**src/rtl/assert_macros.svh**
```systemverilog
// Assertion macros shared by the planner RTL.
// Each macro expects signals named clk and rst in the scope where it is used.
`ifndef ASSERT_MACROS_SVH
`define ASSERT_MACROS_SVH

// Same-cycle implication, disabled while reset is held.
`define ASSERT_IMPLIES(lbl, ante, cons, msg) \
  lbl: assert property (@(posedge clk) disable iff (rst) (ante) |-> (cons)) \
    else $error(msg);

// Next-cycle implication, disabled while reset is held.
`define ASSERT_NEXT(lbl, ante, cons, msg) \
  lbl: assert property (@(posedge clk) disable iff (rst) (ante) |=> (cons)) \
    else $error(msg);

`endif

```
**src/rtl/fnp_pkg.sv**
```systemverilog
// Package for the fractional-N PLL frequency planner: field widths,
// band limits and the reciprocal constants used for the fixed divisions.
package fnp_pkg;

  localparam int KHZ_W   = 23;
  localparam int SEL_W   = 3;
  localparam int INT_W   = 8;
  localparam int FRAC_W  = 12;
  localparam int WORD_W  = 32;
  localparam int FREQ_W  = 30;
  localparam int REM_W   = 16;
  localparam int BANDS   = 8;

  localparam int MIN_KHZ  = 23500;
  localparam int MAX_KHZ  = 6000000;
  localparam int PFD_KHZ  = 40000;
  localparam int FRAC_MOD = 4000;
  localparam int FRAC_STEP  = PFD_KHZ / FRAC_MOD;
  localparam int FRAC_ROUND = FRAC_STEP / 2;

  // Feedback ratio limits for a VCO of 3 GHz up to 6 GHz.
  localparam int N_MIN = (MAX_KHZ / 2) / PFD_KHZ;
  localparam int N_MAX = (MAX_KHZ - 1) / PFD_KHZ;

  // 40000 = 625 * 2^6, so the quotient is taken from the VCO value
  // shifted right by six and divided by 625 through a reciprocal.
  localparam int PFD_SHIFT    = 6;
  localparam int X_W          = KHZ_W - PFD_SHIFT;
  localparam int DIV625_MUL   = 107375;
  localparam int DIV625_SHIFT = 26;
  localparam int MUL625_W     = 17;

  // Reciprocal for the divide by ten of the rounded remainder.
  localparam int DIV10_MUL   = 52429;
  localparam int DIV10_SHIFT = 19;
  localparam int MUL10_W     = 16;

  localparam int SCALE_SHIFT = 7;
  localparam int INT_LSB     = 15;
  localparam int FRAC_LSB    = 3;

  typedef logic [KHZ_W-1:0]  khz_t;
  typedef logic [SEL_W-1:0]  sel_t;
  typedef logic [INT_W-1:0]  int_div_t;
  typedef logic [FRAC_W-1:0] frac_div_t;
  typedef logic [WORD_W-1:0] word_t;
  typedef logic [FREQ_W-1:0] freq_t;

endpackage

```
**src/rtl/fnp_if.sv**
```systemverilog
// Valid/ready channel interfaces for the planner's request and result.
// Payload types come from fnp_pkg.
interface fnp_req_if import fnp_pkg::*; ();
  logic valid;
  logic ready;
  khz_t target_khz;

  modport source (output valid, output target_khz, input ready);
  modport sink (input valid, input target_khz, output ready);
endinterface

interface fnp_res_if import fnp_pkg::*; ();
  logic      valid;
  logic      ready;
  logic      out_of_range;
  sel_t      out_div_sel;
  int_div_t  int_div;
  frac_div_t frac_div;
  word_t     divider_word;
  freq_t     achieved_freq;

  modport source (
    output valid, output out_of_range, output out_div_sel, output int_div,
    output frac_div, output divider_word, output achieved_freq, input ready
  );
  modport sink (
    input valid, input out_of_range, input out_div_sel, input int_div,
    input frac_div, input divider_word, input achieved_freq, output ready
  );
endinterface

```
**src/rtl/frac_n_pll_frequency_planner_unit.sv**
```systemverilog
// Top level of the fractional-N PLL frequency planner.
// Uses fnp_pkg, the channel interfaces in fnp_if.sv and assert_macros.svh.
//
// A request carries a wanted output frequency in whole kHz; each request
// yields one result, and a new request is taken every cycle while the
// result side is ready. The six registers are the input register, the band
// select, the divide by 40000 on a 17 by 17 bit multiplier, the remainder,
// the divide by ten on a second multiplier, and the output register that
// builds the divider word and achieved frequency.
// Each stage moves up whenever the stage after it is empty or moving, so
// requests keep filling empty stages while a result waits to be taken.
// Requests below 23.5 MHz or at 6 GHz and above give out_of_range with all
// other fields zero.
`include "assert_macros.svh"

module frac_n_pll_frequency_planner_unit import fnp_pkg::*; (
  input logic     clk,
  input logic     rst,
  fnp_req_if.sink   req,
  fnp_res_if.source res
);

  logic v0, v1, v2, v3, v4, v5;
  logic en0, en1, en2, en3, en4, en5;

  khz_t khz0;

  logic oor1;
  sel_t sel1;
  khz_t vco1;

  logic     oor2;
  sel_t     sel2;
  khz_t     vco2;
  int_div_t n2;

  logic             oor3;
  sel_t             sel3;
  int_div_t         n3;
  logic [REM_W-1:0] rem3;

  logic      oor4;
  sel_t      sel4;
  int_div_t  n4;
  frac_div_t frac4;

  logic      oor5;
  sel_t      sel5;
  int_div_t  n5;
  frac_div_t frac5;
  word_t     word5;
  freq_t     freq5;

  logic oor_a;
  sel_t sel_a;
  khz_t vco_a;

  logic [X_W-1:0]          x_b;
  logic [X_W+MUL625_W-1:0] prod_b;
  int_div_t                n_b;

  khz_t             pfd_c;
  logic [REM_W-1:0] rem_c;

  logic [MUL10_W-1:0]         y_d;
  logic [MUL10_W+MUL10_W-1:0] prod_d;
  frac_div_t                  frac_d;

  khz_t  val_e;
  freq_t freq_e;
  word_t word_e;

  assign en5 = !v5 || res.ready;
  assign en4 = !v4 || en5;
  assign en3 = !v3 || en4;
  assign en2 = !v2 || en3;
  assign en1 = !v1 || en2;
  assign en0 = !v0 || en1;
  assign req.ready = en0;

  always_comb begin
    oor_a = (khz0 < KHZ_W'(MIN_KHZ)) || (khz0 >= KHZ_W'(MAX_KHZ));
    sel_a = '0;
    for (int d = 0; d < BANDS; d++) begin
      if (khz0 < KHZ_W'(MAX_KHZ >> d)) begin
        sel_a = SEL_W'(d);
      end
    end
    vco_a = khz0 << sel_a;
  end

  always_comb begin
    x_b    = vco1[KHZ_W-1:PFD_SHIFT];
    prod_b = {{MUL625_W{1'b0}}, x_b} * (X_W+MUL625_W)'(DIV625_MUL);
    n_b    = prod_b[DIV625_SHIFT +: INT_W];
  end

  always_comb begin
    pfd_c = {{(KHZ_W-INT_W){1'b0}}, n2} * KHZ_W'(PFD_KHZ);
    rem_c = REM_W'(vco2 - pfd_c);
  end

  always_comb begin
    y_d    = MUL10_W'(rem3) + MUL10_W'(FRAC_ROUND);
    prod_d = {{MUL10_W{1'b0}}, y_d} * (MUL10_W+MUL10_W)'(DIV10_MUL);
    frac_d = prod_d[DIV10_SHIFT +: FRAC_W];
  end

  always_comb begin
    val_e  = ({{(KHZ_W-INT_W){1'b0}}, n4} * KHZ_W'(PFD_KHZ))
           + ({{(KHZ_W-FRAC_W){1'b0}}, frac4} * KHZ_W'(FRAC_STEP));
    freq_e = {val_e, {SCALE_SHIFT{1'b0}}} >> sel4;
    word_e = '0;
    word_e[INT_LSB +: INT_W]   = n4;
    word_e[FRAC_LSB +: FRAC_W] = frac4;
  end

  always_ff @(posedge clk) begin
    if (rst) begin
      v0 <= 1'b0;
      v1 <= 1'b0;
      v2 <= 1'b0;
      v3 <= 1'b0;
      v4 <= 1'b0;
      v5 <= 1'b0;
    end else begin
      if (en0) v0 <= req.valid;
      if (en1) v1 <= v0;
      if (en2) v2 <= v1;
      if (en3) v3 <= v2;
      if (en4) v4 <= v3;
      if (en5) v5 <= v4;
    end
  end

  always_ff @(posedge clk) begin
    if (en0) begin
      khz0 <= req.target_khz;
    end
    if (en1) begin
      oor1 <= oor_a;
      sel1 <= sel_a;
      vco1 <= vco_a;
    end
    if (en2) begin
      oor2 <= oor1;
      sel2 <= sel1;
      vco2 <= vco1;
      n2   <= n_b;
    end
    if (en3) begin
      oor3 <= oor2;
      sel3 <= sel2;
      n3   <= n2;
      rem3 <= rem_c;
    end
    if (en4) begin
      oor4  <= oor3;
      sel4  <= sel3;
      n4    <= n3;
      frac4 <= frac_d;
    end
    if (en5) begin
      oor5 <= oor4;
      if (oor4) begin
        sel5  <= '0;
        n5    <= '0;
        frac5 <= '0;
        word5 <= '0;
        freq5 <= '0;
      end else begin
        sel5  <= sel4;
        n5    <= n4;
        frac5 <= frac4;
        word5 <= word_e;
        freq5 <= freq_e;
      end
    end
  end

  assign res.valid         = v5;
  assign res.out_of_range  = oor5;
  assign res.out_div_sel   = sel5;
  assign res.int_div       = n5;
  assign res.frac_div      = frac5;
  assign res.divider_word  = word5;
  assign res.achieved_freq = freq5;

  `ASSERT_IMPLIES(a_ratio_in_band, res.valid && !res.out_of_range,
    res.int_div >= INT_W'(N_MIN) && res.int_div <= INT_W'(N_MAX) &&
    res.frac_div <= FRAC_W'(FRAC_MOD), "In-band result has a ratio outside the VCO band.")
  `ASSERT_IMPLIES(a_oor_zero, res.valid && res.out_of_range,
    res.out_div_sel == '0 && res.int_div == '0 && res.frac_div == '0 &&
    res.divider_word == '0 && res.achieved_freq == '0, "Out-of-range result has nonzero fields.")
  `ASSERT_NEXT(a_input_hold, v0 && !en1, v0 && $stable(khz0),
    "Held request in the input register was lost or changed.")

endmodule

```
**src/flat_wrapper.sv**
```systemverilog
// flat-port wrapper written by rule: the top's interface ports become plain ports
module frac_n_pll_frequency_planner_unit_flat import fnp_pkg::*;
  (clk, rst, req_valid, req_target_khz, req_ready, res_valid, res_out_of_range, res_out_div_sel, res_int_div, res_frac_div, res_divider_word, res_achieved_freq, res_ready);
  fnp_req_if req_i ();
  fnp_res_if res_i ();
  input logic clk;
  input logic rst;
  input wire logic [$bits(req_i.valid)-1:0] req_valid;
  input wire logic [$bits(req_i.target_khz)-1:0] req_target_khz;
  output wire logic [$bits(req_i.ready)-1:0] req_ready;
  output wire logic [$bits(res_i.valid)-1:0] res_valid;
  output wire logic [$bits(res_i.out_of_range)-1:0] res_out_of_range;
  output wire logic [$bits(res_i.out_div_sel)-1:0] res_out_div_sel;
  output wire logic [$bits(res_i.int_div)-1:0] res_int_div;
  output wire logic [$bits(res_i.frac_div)-1:0] res_frac_div;
  output wire logic [$bits(res_i.divider_word)-1:0] res_divider_word;
  output wire logic [$bits(res_i.achieved_freq)-1:0] res_achieved_freq;
  input wire logic [$bits(res_i.ready)-1:0] res_ready;
  assign req_i.valid = req_valid;
  assign req_i.target_khz = req_target_khz;
  assign req_ready = req_i.ready;
  assign res_valid = res_i.valid;
  assign res_out_of_range = res_i.out_of_range;
  assign res_out_div_sel = res_i.out_div_sel;
  assign res_int_div = res_i.int_div;
  assign res_frac_div = res_i.frac_div;
  assign res_divider_word = res_i.divider_word;
  assign res_achieved_freq = res_i.achieved_freq;
  assign res_i.ready = res_ready;
  frac_n_pll_frequency_planner_unit u_core (.clk(clk), .rst(rst), .req(req_i), .res(res_i));
endmodule
```
**config.mk**
```make
export PLATFORM = sky130hd
export DESIGN_NAME = frac_n_pll_frequency_planner_unit_flat
export DESIGN_NICKNAME = d
export VERILOG_FILES = /design/src/rtl/fnp_pkg.sv /design/src/rtl/fnp_if.sv /design/src/rtl/frac_n_pll_frequency_planner_unit.sv /design/src/flat_wrapper.sv
export VERILOG_INCLUDE_DIRS = /design/src /design/src/rtl
export SDC_FILE = /design/constraint.sdc
export NUM_CORES = 1
export LEC_CHECK = 0
export ABC_CLOCK_PERIOD_IN_PS = 13900
export BUFFER_PORTS_ARGS = -buffer_cell sky130_fd_sc_hd__buf_2
export CAP_MARGIN = 30
export CORE_MARGIN = 2
export CORE_UTILIZATION = 25
export DETAILED_ROUTE_END_ITERATION = 8
export PLACE_DENSITY = 0.44
export SLEW_MARGIN = 5
export SYNTH_ARGS = -nofsm -noshare
export SYNTH_HDL_FRONTEND = slang
export SYNTH_SLANG_ARGS = --single-unit
export TNS_END_PERCENT = 5
```
**constraint.sdc**
```tcl
create_clock -name clk -period 13.9 [get_ports clk]
set_input_delay 0.695 -clock clk [delete_from_list [all_inputs] [get_ports clk]]
set_output_delay 0.695 -clock clk [all_outputs]
set_load 0.005 [all_outputs]
```
# Yosys cells after proc, flatten, opt, wreduce, memory -nomap -nowiden
# Cells that the tools add are included.
dict set report classes {
  n_mux 7
  addsub 3
  shift 2
  multipliers 5
  n_lt_le_gt_ge 9
  reduce_logical 13
}
# cell count
set ops {}
lappend ops {{multiplier 17 x 17 -> 34 bit (second input constant)} 1}
lappend ops {{multiplier 16 x 16 -> 31 bit (second input constant)} 1}
lappend ops {{>> shifter 30 x 3 -> 30 bit} 1}
lappend ops {{adder 23 x 16 -> 23 bit} 1}
lappend ops {{>= comparator 23 bit (second input constant)} 1}
lappend ops {{less-than comparator 23 x 15 -> 1 bit (second input constant)} 1}
lappend ops {{less-than comparator 23 x 16 -> 1 bit (second input constant)} 1}
lappend ops {{less-than comparator 23 x 17 -> 1 bit (second input constant)} 1}
lappend ops {{less-than comparator 23 x 18 -> 1 bit (second input constant)} 1}
lappend ops {{less-than comparator 23 x 19 -> 1 bit (second input constant)} 1}
lappend ops {{less-than comparator 23 x 20 -> 1 bit (second input constant)} 1}
lappend ops {{less-than comparator 23 x 21 -> 1 bit (second input constant)} 1}
lappend ops {{less-than comparator 23 x 22 -> 1 bit (second input constant)} 1}
lappend ops {{left shift 23 x 3 -> 23 bit} 1}
lappend ops {{multiplier 8 x 10 -> 17 bit (second input constant)} 1}
lappend ops {{adder 16 x 3 -> 16 bit (second input constant)} 1}
lappend ops {{subtractor 16 bit} 1}
lappend ops {{multiplier 12 x 3 -> 15 bit (second input constant)} 1}
lappend ops {{2-to-1 mux 3 bit} 4}
lappend ops {{multiplier 8 x 10 -> 10 bit (second input constant)} 1}
lappend ops {{logical OR 1 bit} 7}
lappend ops {{zero test 1 bit} 6}
lappend ops {{2-to-1 mux 2 bit} 2}
lappend ops {{2-to-1 mux 1 bit} 1}
dict set report word_totals {
  word_cells 68
  reg_bits 222
  output_inout_bits 88
}

# Longest topological paths before layout
# Gate-level depths: netlist (run 1).
dict set report depth {
  depth_word 9
  depth_mapped 25
}

# Worst setup path before layout (run 1)
# OpenSTA, ideal clock, no wires.
dict set report synth_timing {
  kind {flip-flop to flip-flop}
  start {register u_core.rem3[0]}
  end {register u_core.frac4[11], data pin}
  synth_period_minus_slack_ps 6718
  path_buffers 0
  stages_incl_launch_ff 26
  arrival_ps 6458
  setup_slack_ps 7182
  path_cell_list {edfxtp_1 -> a21oi_1 -> nor3b_1 -> and3_1 -> and3_1 -> xnor2_1 -> inv_1 -> ha_1 -> ha_1 -> inv_1 -> fa_1 -> inv_1 -> fa_1 -> fa_1 -> inv_1 -> fa_1 -> inv_1 -> ha_1 -> a21o_1 -> a21o_1 -> a211oi_1 -> o21ai_0 -> or3_1 -> a311o_1 -> a21oi_1 -> xnor2_1}
}
dict set report synth_via {
  elab_chain_cells 2
}
# element line
set synth_lines {}
lappend synth_lines {{start, declared} frac_n_pll_frequency_planner_unit.sv:40} ;# logic [REM_W-1:0] rem3;
lappend synth_lines {{start signal, assigned} frac_n_pll_frequency_planner_unit.sv:155} ;# rem3 <= rem_c;
lappend synth_lines {{adder 16 x 3 -> 16 bit} frac_n_pll_frequency_planner_unit.sv:104} ;# y_d = MUL10_W'(rem3) + MUL10_W'(FRAC_ROUND);
lappend synth_lines {{multiplier 16 x 16 -> 31 bit} frac_n_pll_frequency_planner_unit.sv:105} ;# prod_d = {{MUL10_W{1'b0}}, y_d} * (MUL10_W+MUL10_W)'(DIV10_MUL);
lappend synth_lines {{net u_core.prod_d[30]} frac_n_pll_frequency_planner_unit.sv:66} ;# logic [MUL10_W+MUL10_W-1:0] prod_d;
lappend synth_lines {{end signal, assigned} frac_n_pll_frequency_planner_unit.sv:161} ;# frac4 <= frac_d;
lappend synth_lines {{end, declared} frac_n_pll_frequency_planner_unit.sv:45} ;# frac_div_t frac4;
# The timed path passes the listed nets, and every way through them passes these cells.
# A chain may end at the register's enable or synchronous reset.

# Worst setup path after layout (run 1)
# Ends and elaborated chain as after synthesis.

==> impl_metrics.env, run 1 <==
export IMPL_die_area_sq_mm=0.08836
export IMPL_avgSynthCellArea_sq_um=10.66
export IMPL_grt_setup_unrepaired="no"
export IMPL_cp_required_ns=14.14
export IMPL_grtUsageTotal_pct=11.44
export IMPL_cp_max_fo=5
export IMPL_finalWirelength_mm=49.57
export IMPL_ff_latch_area_sq_mm=0.005615
export IMPL_fp_dieH_um=297.3
export IMPL_cp_common_cell="inv_1"
export IMPL_core_sq_mm=0.08515
export IMPL_postRouteAntennaNets=0
export IMPL_finClkSkew_ns=0.01223
export IMPL_crit_arrival_ns=7.56
export IMPL_hold_viol=0
export IMPL_cts_hold_buf=0
export IMPL_n_fill_cell=9040
export IMPL_crit_slowest_cell="fa_1"
export IMPL_synth_seq_cells=189
export IMPL_period_minus_slack_ns=7.324
export IMPL_avgRoutedWirePerCell_um=15.29
export IMPL_post_dp_hpwl_mm=42.26
export IMPL_multi_input_area_sq_mm=0.01387
export IMPL_end_kind="flip-flop"
export IMPL_drt_first_pass_iters=5
export IMPL_cts_buffers=17
export IMPL_cp_start_kind="flip-flop"
export IMPL_cts_tree="built"
export IMPL_path_clk_slew_ns=0.08
export IMPL_critPathMaxStageDelay_ns=0.54
export IMPL_placementRows=107
export IMPL_yosysSeqAreaShare_pct=26.12
export IMPL_num_vias=14160
export IMPL_die_w_um=297.3
export IMPL_critPathTopFamily="adder cells"
export IMPL_place_congestion=0.9096
export IMPL_synthArstFlopShare_pct=0
export IMPL_worst_path_buf_inv=5
export IMPL_tns_ns=0
export IMPL_htree_levels=4
export IMPL_antenna_found_initial=0
export IMPL_final_common_cell="inv_1"
export IMPL_syn_to_final_growth_pct=10.20
export IMPL_clock_sinks=189
export IMPL_synth_cell_types=83
export IMPL_drv_cap=0
export IMPL_synth_area_sq_mm=0.02150
export IMPL_drv_slew=0
export IMPL_cts_root_buf="clkbuf_16"
export IMPL_gr_total_overflow=0
export IMPL_drt_iter0_drc=618
export IMPL_status="completed"
export IMPL_synth_edf_count=183
export IMPL_route_detailed_drc=0
export IMPL_ctsResizeCount=0
export IMPL_insertion_delay_ns=0.48
export IMPL_maxSlewHeadroom_pct=44.13
export IMPL_final_nets=2661
export IMPL_ys_flop_type="edfxtp_1"
export IMPL_initial_core_util_pct=25.25
export IMPL_final_cell_mix="inv_1, ha_1, fa_1, edfxtp_1, buf_2"
export IMPL_worstMarginPinSlew_ns=0.8317
export IMPL_cts_setup_buffers=0
export IMPL_numPortBuffers=101
export IMPL_ys_warn_count=0
export IMPL_syn_inst=2016
export IMPL_crit_type="flip-flop to flip-flop"
export IMPL_grt_pass1_wl_mm=80.90
export IMPL_drive_above_1_share_pct=9.061
export IMPL_grt_pass1_vias=14800
export IMPL_cts_buffer_depth=2
export IMPL_min_path_type="input pin to flip-flop"
export IMPL_num_antenna_cells=0
export IMPL_fin_crit_sh_pct=52.69
export IMPL_grt_max_degree=44
export IMPL_ios=115
export IMPL_setup_viol=0
export IMPL_vias_per_cell=4.370
export IMPL_fmax_mhz=136.5
[per-layer routing]
layer  GRT usage [%]  vias to the layer above  part of all wire [%]  wire length [um]
met5               0                        -                     0                 0
met4           2.417                        0                   1.0               514
met3           1.746                       33                   3.0              1488
met2           18.42                      228                    46             22960
met1           16.18                     6985                    50             24600
li1                -                     6917                     -                 -
[sequential cells by signal, indices dropped and copies added, names as in the netlist, 8 cells and up]
register	flops
u_core.n3	8
u_core.khz0	23
u_core.vco2	16
u_core.res.divider_word	20
u_core.frac4	12
u_core.res.achieved_freq	29
u_core.n2	8
u_core.rem3	16
u_core.n4	8
u_core.vco1	23
[cell type report]
type / instances / share of cell area [%]
clock buffers: 17 / 1.796
flip-flops and latches: 189 / 23.70
multi-input cells: 1341 / 58.53
well taps: 1144 / 6.041
inverters: 420 / 6.654
repair buffers: 115 / 2.746
clock inverters: 15 / 0.5334
[synth_stat cells, drive strengths merged (4+ instances only)]
cell	n	area [sq um]
xnor2	70	613.1
edfxtp	183	5495
mux2	20	225.2
o211ai	11	82.58
o21bai	8	60.06
nor4	6	37.54
a221o	5	50.05
and2	10	62.56
a2111oi	4	60.06
o221ai	5	43.79
or4	5	41.29
and3	12	75.07
buf	48	372.8
dfxtp	6	120.1
nand4	13	81.33
fa	212	4244
and4	6	52.55
clkbuf	30	112.6
mux2i	59	590.6
a21o	38	285.3
o22ai	6	43.79
a211oi	16	120.1
inv	418	1569
o32ai	5	43.79
a21boi	4	33.78
nor2b	30	187.7
or2	6	37.54
nor3b	7	52.55
nor3	18	90.09
nor2	81	306.6
o21a	14	105.1
a31oi	11	68.82
a21oi	69	345.3
o21ai	51	255.2
a211o	5	43.79
ha	338	4229
a31o	4	35.03
nand2	65	244.0
nand3	16	80.08
nand2b	10	62.56
xor2	38	332.8
[final timing paths]
kind / endpoint / depth (start not counted) / from / slack, ns
worst max-delay path: u_core.frac4[11] / 25 / u_core.rem3[0] / 6.58
worst min-delay path: u_core.khz0[19] / 1 / req_target_khz[19] / 0.39
worst max register to register: u_core.frac4[11] / 25 / u_core.rem3[0] / 6.58
worst min register to register: u_core.vco2[4] / 0 / u_core.vco1[4] / 0.41
[cell families (layout without fill, tap and decap cells)]
logic type                 Yosys count  after routing  share of synthesized area (%)
and+or+nand+nor                    295            295                          6.966
xor gates and xnor gates           108            108                          4.400
AOI/OAI and AO/OA                  293            293                          9.387
adders and majority gates          550            550                          39.41
other                                1             13                        0.01744
muxes                               82             82                          4.109
DFF                                189            189                          26.12
buffers and inverters              498            567                          9.591
[per-stage QoR]
| stage | instance area [sq um] | hold slack, ns | util [%] | worst slack [ns] | cells |
|---|---|---|---|---|---|
| 4_1_cts | 23690 | 0.3404 | 27.83 | 6.536 | 3241 |
| 2_1_floorplan | 21540 | 0.4003 | - | 7.182 | 2028 |
| 3_5_place_dp | 23140 | 0.4045 | 27.18 | 6.594 | 3209 |
| 5_1_grt | 23690 | 0.3523 | 27.83 | 6.027 | 3241 |
| 3_3_place_gp | 23080 | 0.4023 | 27.10 | 6.611 | 3206 |
| 6_report | 23690 | 0.3883 | 27.83 | 6.576 | 3241 |
Power of run 1 is left out: the tool's default activity adds up to more than one toggle a clock period on the data nets, which glitch-free logic cannot reach.
==> inputs of run 2 (changes only) <==
- ABC_CLOCK_PERIOD_IN_PS: 13900 -> 6010
- PLACE_DENSITY: 0.44 -> 0.46
- clock period: 13.9 -> 6.01 ns (I/O delays scaled with it)
==> run 2 against run 1 <==
  * The flow now finishes with violations (setup timing)
  * Final area up 8.2%
  * Register-to-register slack got worse by 6.9 ns
  * Sequential share of layout area shrank 1.8 points
  * Clock skew rose by 0.0011 ns
  * Routed wire length rose by 2.2%
  * Flip-flop and latch count is the same
  * Core utilization rose by 2.3 points
  * Via count up 3.6%
  * Cell count increased by 5.6%
  * Non-clock buffer count grew 180
  * First-iteration DRC count rose by 7.4%
==> impl_metrics.env, run 2 (synthesis gave the netlist of run 1 again) <==
export IMPL_status="finished with violations"
export IMPL_violations="setup timing"
export IMPL_die_area_sq_mm=0.08836
export IMPL_grt_setup_unrepaired="yes"
export IMPL_vias_per_cell=4.289
export IMPL_worst_path_buf_inv=5
export IMPL_grt_pass1_vias=15720
export IMPL_initial_core_util_pct=25.25
export IMPL_critPathTopFamily="adder cells"
export IMPL_drt_first_pass_iters=5
export IMPL_largest_reg_flops=29
export IMPL_fp_dieH_um=297.3
export IMPL_hold_viol=0
export IMPL_postRouteAntennaNets=0
export IMPL_critPathMaxStageDelay_ns=0.55
export IMPL_core_sq_mm=0.08515
export IMPL_crit_arrival_ns=6.55
export IMPL_path_clk_slew_ns=0.07
export IMPL_finClkSkew_ns=0.01329
export IMPL_cp_required_ns=6.22
export IMPL_setup_viol=4
export IMPL_maxSlewHeadroom_pct=52.14
export IMPL_cts_root_buf="clkbuf_16"
export IMPL_route_detailed_drc=0
export IMPL_htree_levels=4
export IMPL_dp_cells=3354
export IMPL_cp_common_cell="fa_1"
export IMPL_gr_total_overflow=0
export IMPL_final_cell_mix="inv_1, ha_1, fa_1, edfxtp_1, buf_4"
export IMPL_cp_max_fo=3
export IMPL_drt_iter0_drc=664
export IMPL_met3_length_mm=1.381
export IMPL_period_minus_slack_ns=6.344
export IMPL_dpl_instance_area_sq_mm=0.02450
export IMPL_n_fill_cell=8821
export IMPL_dr_wl_met2_mm=23.79
export IMPL_numPortBuffers=101
export IMPL_cts_buffers=17
export IMPL_antenna_found_initial=1
export IMPL_ios=115
export IMPL_fmax_mhz=157.6
export IMPL_cts_tree="built"
export IMPL_final_cell_count_no_fill=3421
export IMPL_final_nets=2841
export IMPL_drv_slew=0
export IMPL_post_dp_hpwl_mm=43.53
export IMPL_tns_ns=-0.9202
export IMPL_worst_slack_ns=-0.3344
export IMPL_finalInstanceArea_sq_mm=0.02564
export IMPL_final_common_cell="inv_1"
export IMPL_die_w_um=297.3
export IMPL_multi_input_area_sq_mm=0.01437
export IMPL_grtUsageTotal_pct=11.72
export IMPL_num_antenna_cells=0
export IMPL_finalWirelength_mm=50.63
export IMPL_min_path_type="input pin to flip-flop"
export IMPL_top_layer="met4"
export IMPL_fin_crit_sh_pct=105.6
export IMPL_crit_type="flip-flop to flip-flop"
export IMPL_clock_sinks=189
export IMPL_end_kind="flip-flop"
export IMPL_drt_met1_wl_mm=24.98
export IMPL_grt_max_degree=41
export IMPL_placementRows=107
export IMPL_insertion_delay_ns=0.46
export IMPL_ff_latch_area_sq_mm=0.005615
export IMPL_cp_start_kind="flip-flop"
export IMPL_num_vias=14670
export IMPL_drive_above_1_share_pct=18.75
export IMPL_cts_buffer_depth=2
export IMPL_crit_slowest_cell="fa_1"
export IMPL_worstMarginPinSlew_ns=0.7171
export IMPL_drv_cap=0
export IMPL_path_cells="buf_6 -> a21oi_4 -> buf_4 -> nor2_1 -> xnor2_2 -> buf_4 -> xnor2_4 -> fa_2 -> fa_1 -> fa_1 -> fa_1 -> inv_1 -> fa_1 -> inv_1 -> ha_4 -> and4_1 -> and3_4 -> nand2_1 -> and3b_2 -> or3_4 -> a311o_1 -> a21oi_2 -> xnor2_1"
export IMPL_avgRoutedWirePerCell_um=14.80
export IMPL_place_congestion=0.8938
export IMPL_syn_to_final_growth_pct=19.26
export IMPL_grt_pass1_wl_mm=83.56
## run 2: cell count changes in the layout (fill, tap and decap cells not counted), moves of 7 or more
cell | previous run | this run
inv_1 | 416 | 405
dlygate4sd3_1 | 0 | 19
a21oi_2 | 0 | 7
ha_4 | 0 | 15
xnor2_1 | 70 | 60
a21oi_1 | 69 | 61
xnor2_2 | 0 | 8
inv_2 | 2 | 13
buf_4 | 11 | 169
ha_1 | 338 | 322
## run 2: final timing paths
check	cells past startpoint	slack, ns	to	from
max	23	-0.33	u_core.frac4[11]	u_core.rem3[0]
min	1	0.03	u_core.khz0[9]	req_target_khz[9]
max reg2reg	23	-0.33	u_core.frac4[11]	u_core.rem3[0]
min reg2reg	0	0.42	u_core.n4[3]	u_core.n3[3]
## run 2: through the flow
step	util, %	setup WS (ns)	hold slack [ns]
after CTS	29.91	-0.3196	0.001170
after floorplan	-	-0.1906	0.3696
after global placement	28.69	-0.6156	0.4028
final	30.11	-0.3344	0.03282
after detailed placement	28.78	-0.6643	0.4045
after global routing	30.11	-0.5639	0.006495
## run 2: what timing repair did
item / in CTS / in global routing
hold buffers: 18 / 1
pin swaps: 42 / 19
hold endpoints to repair: 18 / 1
setup buffers: 9 / 7
resized for setup: 33 / 22
endpoints found under the setup margin: 11 / 17
## run 2: layer usage
layer / global-route usage [%] / vias up
met1: 16.34 / 7124
met3: 1.658 / 33
li1: - / 7274
met5: 0 / -
met2: 19.57 / 240
met4: 1.816 / 0
## run 2: layout make-up
class	count	area share [%]
Inverter	420	6.148
Timing Repair Buffer	295	8.086
Multi-Input combinational cell	1341	56.04
Tap cell	1144	5.582
Clock inverter	12	0.5368
Sequential cell	189	21.90
Clock buffer	20	1.703
## run 2: worst reg2reg max path, stage by stage, from the launching register on
cell and delay [ns]:
edfxtp_1 0.47, buf_6 0.16, a21oi_4 0.20, buf_4 0.17, nor2_1 0.06, xnor2_2 0.21
buf_4 0.19, xnor2_4 0.13, fa_2 0.47, fa_1 0.42, fa_1 0.51, fa_1 0.55
inv_1 0.06, fa_1 0.54, inv_1 0.07, ha_4 0.24, and4_1 0.21, and3_4 0.17
nand2_1 0.06, and3b_2 0.22, or3_4 0.36, a311o_1 0.42, a21oi_2 0.15, xnor2_1 0.07
Power of run 2 is left out for the same reason.
==> inputs of run 3 (changes only) <==
- PLACE_DENSITY: 0.46 -> default
- PLACE_DENSITY_LB_ADDON: default -> 0.1
==> run 3 against run 2 <==
  * The flow still finishes with violations (setup timing)
  * Flip-flop and latch count is the same
  * Count of clock-buffer cells in the layout down 2
  * Core utilization rose by 0.21 points
  * Worst setup slack improved by 0.086 ns
  * Clock skew up 0.0015 ns
  * First-iteration DRC count fell by 27%
  * Routed wire length is 7.0% higher
  * Cell count is essentially flat
  * Highest routed layer unchanged
==> impl_metrics.env, run 3 (synthesis gave the netlist of run 1 again) <==
export IMPL_status="finished with violations"
export IMPL_violations="setup timing"
export IMPL_antenna_found_initial=0
export IMPL_drv_cap=0
export IMPL_path_clk_slew_ns=0.07
export IMPL_grtUsageTotal_pct=12.65
export IMPL_setup_viol=4
export IMPL_final_common_cell="inv_1"
export IMPL_gr_max_usage_layer="met2"
export IMPL_hold_viol=0
export IMPL_drt_first_pass_iters=5
export IMPL_gr_total_overflow=0
export IMPL_drive_above_1_share_pct=19.40
export IMPL_post_dp_hpwl_mm=46.93
export IMPL_maxSlewHeadroom_pct=50.00
export IMPL_grt_pass1_vias=15730
export IMPL_r2r_end="u_core.frac4[11]"
export IMPL_r2r_start="u_core.rem3[0]"
export IMPL_cts_buffer_depth=2
export IMPL_syn_to_final_growth_pct=20.08
export IMPL_worst_path_buf_inv=6
export IMPL_cts_root_buf="clkbuf_16"
export IMPL_avgRoutedWirePerCell_um=15.83
export IMPL_postRouteAntennaNets=0
export IMPL_finClkSkew_ns=0.01482
export IMPL_final_nets=2844
export IMPL_crit_slowest_cell="fa_2"
export IMPL_fmax_mhz=159.8
export IMPL_die_area_sq_mm=0.08836
export IMPL_crit_arrival_ns=6.48
export IMPL_worst_slack_ns=-0.2485
export IMPL_critPathTopFamily="adder cells"
export IMPL_route_detailed_drc=0
export IMPL_grt_setup_unrepaired="yes"
export IMPL_min_path_type="input pin to flip-flop"
export IMPL_vias_per_cell=4.254
export IMPL_insertion_delay_ns=0.48
export IMPL_place_congestion=0.8228
export IMPL_worstMarginPinSlew_ns=0.7499
export IMPL_end_kind="flip-flop"
export IMPL_initial_core_util_pct=25.25
export IMPL_htree_levels=4
export IMPL_final_cell_mix="inv_1, ha_1, fa_1, edfxtp_1, buf_4"
export IMPL_dp_cells=3354
export IMPL_path_cells="buf_6 -> a21oi_4 -> buf_6 -> nor2_2 -> xnor2_2 -> buf_4 -> buf_4 -> xnor2_4 -> fa_2 -> fa_2 -> fa_2 -> fa_1 -> inv_1 -> fa_1 -> inv_2 -> ha_4 -> and4_4 -> and3_1 -> nand2_1 -> and3b_2 -> or3_4 -> a311o_1 -> a21oi_2 -> xnor2_1"
export IMPL_drv_slew=0
export IMPL_die_w_um=297.3
export IMPL_clock_sinks=189
export IMPL_dpl_instance_area_sq_mm=0.02448
export IMPL_grt_use_met1_pct=16.95
export IMPL_cp_depth=24
export IMPL_r2r_slack_ns=-0.25
export IMPL_hold_start="rst"
export IMPL_crit_type="flip-flop to flip-flop"
export IMPL_hold_depth=2
export IMPL_ios=115
export IMPL_grt_use_met3_pct=1.753
export IMPL_numPortBuffers=101
export IMPL_r2r_cells=24
export IMPL_drt_iter0_drc=484
export IMPL_cts_tree="built"
export IMPL_placementRows=107
export IMPL_num_vias=14560
export IMPL_finalWirelength_mm=54.17
export IMPL_fin_crit_sh_pct=104.1
export IMPL_core_sq_mm=0.08515
export IMPL_hold_end="u_core.v4"
export IMPL_cts_buffers=17
export IMPL_largest_reg_flops=29
export IMPL_grt_pass1_wl_mm=87.51
export IMPL_grt_use_met2_pct=21.95
export IMPL_cp_max_fo=3
export IMPL_grt_max_degree=54
export IMPL_period_minus_slack_ns=6.259
export IMPL_fp_dieH_um=297.3
export IMPL_final_cell_count_no_fill=3423
export IMPL_cp_required_ns=6.23
export IMPL_tns_ns=-0.5992
export IMPL_cp_start_kind="flip-flop"
export IMPL_cp_common_cell="fa_2"
export IMPL_fin_util_pct=30.32
export IMPL_critPathMaxStageDelay_ns=0.57
export IMPL_finalInstanceArea_sq_mm=0.02582
run 3: changes by cell type in the layout (fill, tap and decap cells not counted), moves of 3 or more:
cell	delta
a21oi_2	-4
xnor2_1	-3
a21oi_1	+4
fa_1	-4
ha_4	+6
dlygate4sd3_1	+4
fa_2	+4
ha_1	-8
run 3: worst max path at each step:
stage | slack (ns) | start | to
after detailed placement | -0.48 | u_core.rem3[1] | u_core.frac4[11]
final | -0.25 | u_core.rem3[0] | u_core.frac4[11]
after global placement | -0.43 | u_core.rem3[1] | u_core.frac4[11]
after CTS | -0.27 | u_core.rem3[1] | u_core.frac4[11]
after floorplan | -0.19 | u_core.rem3[4] | u_core.frac4[11]
after global routing | -0.51 | u_core.rem3[0] | u_core.frac4[11]
run 3: layout make-up:
cell class | count | area (sq um)
Timing Repair Buffer | 298 | 2090
Sequential cell | 189 | 5615
Inverter | 420 | 1577
Antenna cell | 1 | 2.502
Fill cell | 8877 | 59330
Clock inverter | 12 | 163.9
Clock buffer | 18 | 429.2
Multi-Input combinational cell | 1341 | 14510
Tap cell | 1144 | 1431
run 3: timing repair:
action	4_1_cts	5_1_grt
hold buffers	23	0
endpoints found under the hold margin	23	0
pin swaps	46	31
setup endpoints to repair	10	19
buffers inserted	12	4
resized for setup	40	35
run 3: worst reg2reg max path: cells and delay by family, from the launching register on:
| family | cells | cell delay [ns] |
|---|---|---|
| AOI/OAI and AO/OA | 3 | 0.78 |
| and+or+nand+nor | 6 | 1.06 |
| DFF | 1 | 0.46 |
| buffers and inverters | 6 | 0.69 |
| adders and majority gates | 6 | 2.66 |
| xor gates and xnor gates | 3 | 0.37 |
run 3: metal layers:
layer / share of wire (%) / vias up
li1: - / 7275
met1: 48 / 7112
met2: 49 / 146
met3: 2.0 / 28
met4: 0.76 / 0
met5: 0 / -
run 3: through the flow:
stage	hold slack [ns]	setup slack, ns
floorplan	0.3696	-0.1906
global placement	0.4032	-0.4339
detailed placement	0.4065	-0.4787
CTS	0.08701	-0.2696
global route	0.1088	-0.5146
finish	0.1415	-0.2485
Power of run 3 is left out for the same reason.
